File: src/design/cdq_pkg.sv
// ----------------------------------------------------------------------------
// cdq_pkg: shared constants for the circular deque
// Operation codes, field widths, register map and result word layout.
// ----------------------------------------------------------------------------
package cdq_pkg;

    localparam int DEPTH_DEF  = 16;
    localparam int DATA_W_DEF = 32;

    localparam int FUNC_W = 3;
    localparam logic [FUNC_W-1:0] F_PUSH_FRONT = 3'd0;
    localparam logic [FUNC_W-1:0] F_PUSH_REAR  = 3'd1;
    localparam logic [FUNC_W-1:0] F_POP_FRONT  = 3'd2;
    localparam logic [FUNC_W-1:0] F_POP_REAR   = 3'd3;
    localparam logic [FUNC_W-1:0] F_QUERY      = 3'd4;

    localparam int CAP_W     = 5;
    localparam int CAP_RESET = 16;

    localparam int APB_ADDR_W = 3;
    localparam int APB_DATA_W = 32;
    localparam int REG_IDX_W  = APB_ADDR_W - 2;
    localparam logic [REG_IDX_W-1:0] REG_CAPACITY = 1'b0;

    localparam int S_TDATA_W = 32;
    localparam int OUT_W     = 32;

    localparam int M_OK_BIT    = 0;
    localparam int M_FRONT_LSB = 1;
    localparam int M_REAR_LSB  = M_FRONT_LSB + OUT_W;
    localparam int M_EMPTY_BIT = M_REAR_LSB + OUT_W;
    localparam int M_FULL_BIT  = M_EMPTY_BIT + 1;
    localparam int M_TDATA_W   = 72;
    localparam int M_PAD_W     = M_TDATA_W - M_FULL_BIT - 1;

endpackage

File: src/design/circular_deque.sv
// ----------------------------------------------------------------------------
// circular_deque: double-ended queue held in a ring memory
// Push and pop at either end, with a query, over a stream in and a stream out.
// ----------------------------------------------------------------------------
// Usage:
//   Input stream: s_axis_tuser carries the operation (push front, push rear,
//   pop front, pop rear, query), s_axis_tdata the value to push. Each
//   transaction gives exactly one result transaction on m_axis: ok flag,
//   front and rear values after the operation (all ones when empty), and
//   the empty and full flags.
//   A result is registered in the cycle after acceptance; a pop that leaves
//   entries behind first reads the new end value from the ring memory into
//   a read register. Throughput is one item per cycle for pushes, queries and
//   refused operations while no result stalls; such pops block input meanwhile.
//   The capacity register (APB, byte address 0) saturates to 1..DEPTH; any
//   write empties the deque. Write it only while no transaction is pending.
//   Reset empties the deque, sets capacity to min(DEPTH, 16) and drops any
//   pending result. While m_axis_tready is low the result holds and no new
//   transaction is taken until the output slot frees.
// ----------------------------------------------------------------------------
module circular_deque
    import cdq_pkg::*;
#(
    parameter int DEPTH      = DEPTH_DEF,
    parameter int DATA_WIDTH = DATA_W_DEF
) (
    input  logic                  i_clk,
    input  logic                  i_rst_n,
    input  logic                  s_axis_tvalid,
    output logic                  s_axis_tready,
    input  logic [S_TDATA_W-1:0]  s_axis_tdata,   // [31:0] data_value
    input  logic [FUNC_W-1:0]     s_axis_tuser,   // [2:0] func
    output logic                  m_axis_tvalid,
    input  logic                  m_axis_tready,
    // [0] ok, [32:1] front_value, [64:33] rear_value, [65] is_empty,
    // [66] is_full, [71:67] zero
    output logic [M_TDATA_W-1:0]  m_axis_tdata,
    input  logic                  psel,
    input  logic                  penable,
    input  logic                  pwrite,
    input  logic [APB_ADDR_W-1:0] paddr,
    input  logic [APB_DATA_W-1:0] pwdata,
    output logic [APB_DATA_W-1:0] prdata,
    output logic                  pready
);

    localparam int IDX_W = (DEPTH > 1) ? $clog2(DEPTH) : 1;
    localparam int CMP_W = (IDX_W + 1 > CAP_W) ? IDX_W + 1 : CAP_W;
    localparam logic [CAP_W-1:0] CAP_INIT = CAP_W'((DEPTH < CAP_RESET) ? DEPTH : CAP_RESET);
    localparam logic [DATA_WIDTH-1:0] EMPTY_VAL = '1;

    localparam logic ST_IDLE = 1'b0;
    localparam logic ST_READ = 1'b1;

    function automatic logic [IDX_W-1:0] idx_inc(input logic [IDX_W-1:0] i,
                                                 input logic [CAP_W-1:0] cap);
        logic [CMP_W-1:0] nxt;
        nxt = CMP_W'(i) + CMP_W'(1);
        return (nxt >= CMP_W'(cap)) ? '0 : IDX_W'(nxt);
    endfunction

    function automatic logic [IDX_W-1:0] idx_dec(input logic [IDX_W-1:0] i,
                                                 input logic [CAP_W-1:0] cap);
        return (i == '0) ? IDX_W'(cap - CAP_W'(1)) : i - IDX_W'(1);
    endfunction

    function automatic logic [OUT_W-1:0] out_val(input logic empty,
                                                 input logic [DATA_WIDTH-1:0] v);
        return OUT_W'(empty ? EMPTY_VAL : v);
    endfunction

    logic [DATA_WIDTH-1:0] mem [DEPTH];
    logic [DATA_WIDTH-1:0] r_rd_data;

    logic                  r_state;
    logic [CAP_W-1:0]      r_cap;
    logic [IDX_W-1:0]      r_head, r_tail;
    logic                  r_empty;
    logic [DATA_WIDTH-1:0] r_front, r_rear;
    logic                  r_pop_front;

    logic                  r_out_valid;
    logic                  r_ok, r_out_empty, r_out_full;
    logic [OUT_W-1:0]      r_out_front, r_out_rear;

    logic [IDX_W-1:0]      n_head, n_tail;
    logic                  n_empty;
    logic [DATA_WIDTH-1:0] n_front, n_rear;
    logic                  n_ok, n_need_rd, n_pop_front;
    logic                  w_we;
    logic [IDX_W-1:0]      w_waddr, w_raddr;
    logic [DATA_WIDTH-1:0] w_val, w_rd_front, w_rd_rear;
    logic                  w_acc, w_cfg_wr, w_full, w_n_full;
    logic [CAP_W-1:0]      w_cap_raw, w_cap_sat;

    assign w_val         = DATA_WIDTH'(s_axis_tdata);
    assign s_axis_tready = (r_state == ST_IDLE) && (!r_out_valid || m_axis_tready);
    assign w_acc         = s_axis_tvalid && s_axis_tready;
    assign w_full        = !r_empty && (idx_inc(r_tail, r_cap) == r_head);
    assign w_n_full      = !n_empty && (idx_inc(n_tail, r_cap) == n_head);

    assign pready   = 1'b1;
    assign prdata   = APB_DATA_W'(r_cap);
    assign w_cfg_wr = psel && penable && pwrite && pready
                      && (paddr[APB_ADDR_W-1:2] == REG_CAPACITY);
    assign w_cap_raw = pwdata[CAP_W-1:0];

    always_comb begin
        if (w_cap_raw == '0) begin
            w_cap_sat = CAP_W'(1);
        end else if (32'(w_cap_raw) > 32'(DEPTH)) begin
            w_cap_sat = CAP_W'(DEPTH);
        end else begin
            w_cap_sat = w_cap_raw;
        end
    end

    always_comb begin
        n_head      = r_head;
        n_tail      = r_tail;
        n_empty     = r_empty;
        n_front     = r_front;
        n_rear      = r_rear;
        n_ok        = 1'b1;
        n_need_rd   = 1'b0;
        n_pop_front = 1'b0;
        w_we        = 1'b0;
        w_waddr     = '0;
        w_raddr     = '0;
        case (s_axis_tuser) inside
            F_PUSH_FRONT, F_PUSH_REAR: begin
                if (w_full) begin
                    n_ok = 1'b0;
                end else if (r_empty) begin
                    n_head  = '0;
                    n_tail  = '0;
                    n_empty = 1'b0;
                    n_front = w_val;
                    n_rear  = w_val;
                    w_we    = 1'b1;
                end else if (s_axis_tuser == F_PUSH_FRONT) begin
                    n_head  = idx_dec(r_head, r_cap);
                    n_front = w_val;
                    w_we    = 1'b1;
                    w_waddr = n_head;
                end else begin
                    n_tail  = idx_inc(r_tail, r_cap);
                    n_rear  = w_val;
                    w_we    = 1'b1;
                    w_waddr = n_tail;
                end
            end
            F_POP_FRONT, F_POP_REAR: begin
                if (r_empty) begin
                    n_ok = 1'b0;
                end else if (r_head == r_tail) begin
                    n_head  = '0;
                    n_tail  = '0;
                    n_empty = 1'b1;
                end else if (s_axis_tuser == F_POP_FRONT) begin
                    n_head      = idx_inc(r_head, r_cap);
                    w_raddr     = n_head;
                    n_need_rd   = 1'b1;
                    n_pop_front = 1'b1;
                end else begin
                    n_tail    = idx_dec(r_tail, r_cap);
                    w_raddr   = n_tail;
                    n_need_rd = 1'b1;
                end
            end
            F_QUERY: begin
            end
            default: begin
                n_ok = 1'b0;
            end
        endcase
    end

    assign w_rd_front = r_pop_front ? r_rd_data : r_front;
    assign w_rd_rear  = r_pop_front ? r_rear : r_rd_data;

    always_ff @(posedge i_clk) begin
        if (w_acc && w_we) begin
            mem[w_waddr] <= w_val;
        end
        r_rd_data <= mem[w_raddr];
    end

    always_ff @(posedge i_clk) begin
        if (!i_rst_n) begin
            r_state     <= ST_IDLE;
            r_cap       <= CAP_INIT;
            r_head      <= '0;
            r_tail      <= '0;
            r_empty     <= 1'b1;
            r_out_valid <= 1'b0;
        end else begin
            if (w_cfg_wr) begin
                r_cap   <= w_cap_sat;
                r_head  <= '0;
                r_tail  <= '0;
                r_empty <= 1'b1;
            end else if (w_acc) begin
                r_head  <= n_head;
                r_tail  <= n_tail;
                r_empty <= n_empty;
            end
            if (w_acc) begin
                r_state <= n_need_rd ? ST_READ : ST_IDLE;
            end else if (r_state == ST_READ) begin
                r_state <= ST_IDLE;
            end
            if ((w_acc && !n_need_rd) || (r_state == ST_READ)) begin
                r_out_valid <= 1'b1;
            end else if (m_axis_tready) begin
                r_out_valid <= 1'b0;
            end
        end
    end

    always_ff @(posedge i_clk) begin
        if (w_acc) begin
            r_front     <= n_front;
            r_rear      <= n_rear;
            r_pop_front <= n_pop_front;
            if (!n_need_rd) begin
                r_ok        <= n_ok;
                r_out_front <= out_val(n_empty, n_front);
                r_out_rear  <= out_val(n_empty, n_rear);
                r_out_empty <= n_empty;
                r_out_full  <= w_n_full;
            end
        end else if (r_state == ST_READ) begin
            r_front     <= w_rd_front;
            r_rear      <= w_rd_rear;
            r_ok        <= 1'b1;
            r_out_front <= out_val(r_empty, w_rd_front);
            r_out_rear  <= out_val(r_empty, w_rd_rear);
            r_out_empty <= r_empty;
            r_out_full  <= w_full;
        end
    end

    assign m_axis_tvalid = r_out_valid;
    assign m_axis_tdata  = {{M_PAD_W{1'b0}}, r_out_full, r_out_empty,
                            r_out_rear, r_out_front, r_ok};

endmodule

File: config.mk
export PLATFORM = sky130hd
export DESIGN_NAME = circular_deque
export DESIGN_NICKNAME = d
export VERILOG_FILES = /design/src/design/cdq_pkg.sv /design/src/design/circular_deque.sv
export SDC_FILE = /design/constraint.sdc
export NUM_CORES = 1
export LEC_CHECK = 0
export BUFFER_PORTS_ARGS = -buffer_cell sky130_fd_sc_hd__buf_4
export CAP_MARGIN = 20
export CELL_PAD_IN_SITES_DETAIL_PLACEMENT = 0
export CELL_PAD_IN_SITES_GLOBAL_PLACEMENT = 1
export CORE_ASPECT_RATIO = 0.9
export CORE_MARGIN = 2
export CORE_UTILIZATION = 52
export CTS_BUF_LIST = sky130_fd_sc_hd__clkbuf_8
export DETAILED_ROUTE_END_ITERATION = 12
export PLACE_DENSITY = 0.93
export SYNTH_ARGS = -nofsm -noshare
export SYNTH_HDL_FRONTEND = slang
export SYNTH_SLANG_ARGS = --single-unit
File: constraint.sdc
create_clock -name i_clk -period 5.8 [get_ports i_clk]
set_clock_uncertainty 0.15 [all_clocks]
set_input_delay 1.16 -clock i_clk [delete_from_list [all_inputs] [get_ports i_clk]]
set_output_delay 1.16 -clock i_clk [all_outputs]
set_load 0.02 [all_outputs]
==> results.toml <==
[pwr]
ir_worst_vdd_mv = 0.2102
powerDensity_nw_per_um2 = 315.2
p_leak_nw = 10.87

[floorplan]
floorplan.initialDensity_pct = 52.57
rows = 81
die_h_um = 226.1
dieArea_um2 = 56710
core_um2 = 54220
io_pins = 184
chipWidth_um = 250.8

[cells_and_area]
multi_input_area_um2 = 7571
final_cell_mix = "edfxtp_1 (644), nand2_1 (288), buf_4 (176)"
finalNetCount = 2421
n_antenna_cell = 0
final_common_cell = "edfxtp_1"
drive_above_1_share_pct = 15.65
fill_cells = 4041
register_area_um2 = 20300
final_core_util_pct = 60.03
syn_to_final_growth_pct = 14.19

[grt]
track_usage_pct = 23.68
overflow = 0
grt_pass1_wl_um = 102400
grt_max_degree = 87
first_global_vias = 18190
antenna_found_initial = 1

[setup_path]
start_kind = "flip-flop"
r2r_slack_ns = 0.40
crit_type = "reg -> reg"
crit_chain = "ha_2 -> xor2_1 -> ha_1 -> a21o_1 -> a31oi_2 -> o211a_1 -> xnor2_1 -> and4_4 -> nor2_2 -> a311oi_2 -> inv_1 -> ha_1 -> ha_1 -> a21o_1 -> a21o_1 -> a21oi_1 -> inv_1 -> a21oi_1 -> buf_4 -> inv_1 -> nor3_1 -> o311ai_0 -> o32ai_2"
cp.arrival_ns = 5.76
cpLargestDelayFamily = "compound AO/OA/AOI/OAI gates"
path_buf_inv = 4
required_ns = 6.16
slowest_stage = "dfxtp_1"
slowest_delay_ns = 0.45
end_kind = "flip-flop"
critPathMaxFanout = 6

[routing]
drc = 0
final_antenna_net_count = 0
wl_um = 67200
routed_via_density = 5.924
drtIter0Drc = 1588
routedWlPerCell_um = 21.54
drtPass1Iterations = 5
dr_total_vias = 18480

[timing]
rsz0062_at_grt = "false"
fin_crit_sh_pct = 93.05
relSlewSlack_pct = 34.01
setup_violations = 0
maxSlewViolCount = 0
fin_setup_tns_ns = 0
hold_violations = 0
worstMarginPinSlew_ns = 0.9861
fin_crit_ns = 5.397
clock.fmax_mhz = 185.3

[clock_tree]
cts.sinks = 692
cts_buffers = 107
clock_latency_ns = 0.71
cts_tree = "yes"
path_clk_slew_ns = 0.06
htree_levels = 3
clock_tree.buffer_depth = 3
post_cts_buffers = 0
clockRootBuffer = "clkbuf_8"

[yosys]
synth_xor_area_share_pct = 0.4609
ys_seq_elements = 692
synth_flop_cell = "edfxtp_1"
yosysTopAreaCell = "edfxtp_1"
ys_seq_area_share_pct = 71.21
synth_compound_area_share_pct = 13.61
synth_cell_types = 59
synthMuxAreaShare_pct = 0.1975
synth_area_leaders = "edfxtp_1 (68%), a211oi_1 (4.4%), nand2_1 (3.8%)"
yosysWarningCount = 0
yosys.area_share.simple_pct = 10.17
yosysTopAreaCellShare_pct = 67.84
synth.avg_cell_area_um2 = 13.09
synth-adder-area-share_pct = 0.9217
syn_area_um2 = 28510
netlist_instances = 2177
synth_top_family_by_area = "compound AO/OA/AOI/OAI gates"
async_flop_share_pct = 0
synth_edf_count = 644

[outcome]
run_status = "completed"

[placed_design]
gp_routability_congestion = 0.8336
portBuffers = 121
dpl.hpwl_um = 38110

[worst_hold_path]
hold_path.class = "reg -> reg"

[flow_run]
drv_cap = 0
state kept, by name (all words and copies together), names as in the netlist:
signal,cells
mem,512
r_front,32
r_out_front,32
r_out_rear,32
r_rd_data,32
r_rear,32
r_cap,5
r_head,4
r_tail,4
m_axis_tvalid,1
r_empty,1
r_ok,1
r_out_empty,1
r_out_full,1
r_pop_front,1
r_state,1
where the power goes:
| part | total, mW | internal [mW] | leakage, nW | switching [mW] |
|---|---|---|---|---|
| combinational | 0.664 | 0.213 | 3.51 | 0.451 |
| sequential | 5.61 | 5.57 | 6.14 | 0.0382 |
| clock | 3.98 | 2.10 | 1.22 | 1.89 |
final cells by class:
class	count	share of cell area, %
Inverter	23	0.2652
Multi-Input combinational cell	1309	23.26
Tap cell	705	2.710
Clock buffer	118	4.989
Clock inverter	83	1.488
Sequential cell	692	62.37
Timing Repair Buffer	190	4.920
what timing repair did:
item | CTS | global route
resized for setup | 0 | 5
hold buffers | 0 | 0
setup endpoints to repair | 0 | 1
synth_stat cells (21+ instances only):
cell and n:
nand2_1 288, and2_1 130, o22ai_1 69, edfxtp_1 644
a21oi_1 94, dfxtp_1 48, nor2_1 183, a31oi_1 66
ha_1 21, o21ai_0 92, a311oi_1 64, buf_4 37
a211oi_1 168, clkbuf_1 112, buf_2 24, inv_1 23
worst register-to-register path, stage by stage, from the launching register on:
cell	delay, ns
dfxtp_1	0.45
ha_2	0.27
xor2_1	0.23
ha_1	0.30
a21o_1	0.18
a31oi_2	0.26
o211a_1	0.26
xnor2_1	0.17
and4_4	0.31
nor2_2	0.07
a311oi_2	0.35
inv_1	0.09
ha_1	0.33
ha_1	0.29
a21o_1	0.17
a21o_1	0.18
a21oi_1	0.14
inv_1	0.05
a21oi_1	0.18
buf_4	0.15
inv_1	0.05
nor3_1	0.15
o311ai_0	0.18
o32ai_2	0.28
layer usage:
metal	wire length (um)	vias to the layer above	global-route usage, %
met5	0	-	0
met4	1430	0	8.229
met3	5337	105	4.207
met2	32470	839	38.90
met1	27970	9062	32.06
li1	-	8478	-
worst paths after layout:
kind,start,depth (start not counted),endpoint
max,r_tail[1],23,r_out_full
min,r_front[31],2,r_front[31]
max reg2reg,r_tail[1],23,r_out_full
min reg2reg,r_front[31],2,r_front[31]
metrics by stage:
| stage | instance area [um2] | power [mW] | hold slack (ns) | worst slack, ns | instances |
|---|---|---|---|---|---|
| final | 32550 | 10.26 | 0.3993 | 0.4033 | 3120 |
| after global routing | 32550 | 10.58 | 0.4200 | 0.001930 | 3120 |
| after CTS | 32540 | 10.30 | 0.4052 | 0.2626 | 3120 |
| after detailed placement | 30430 | 6.370 | 0.3915 | 0.3138 | 2919 |
| after global placement | 30430 | 6.350 | 0.3826 | 0.3484 | 2919 |
| after floorplan | 28620 | 6.120 | 0.3705 | 0.7142 | 2208 |
cell families (layout without fill, tap and decap cells):
logic type      Yosys count  in the layout
compound gates          585            585
fa+ha+maj                21             21
other cells               2             33
buf+inv                 207            414
mux                       5              5
simple gates            650            650
xor+xnor                 15             15
flops                   692            692
(Power assumes the default switching activity.)
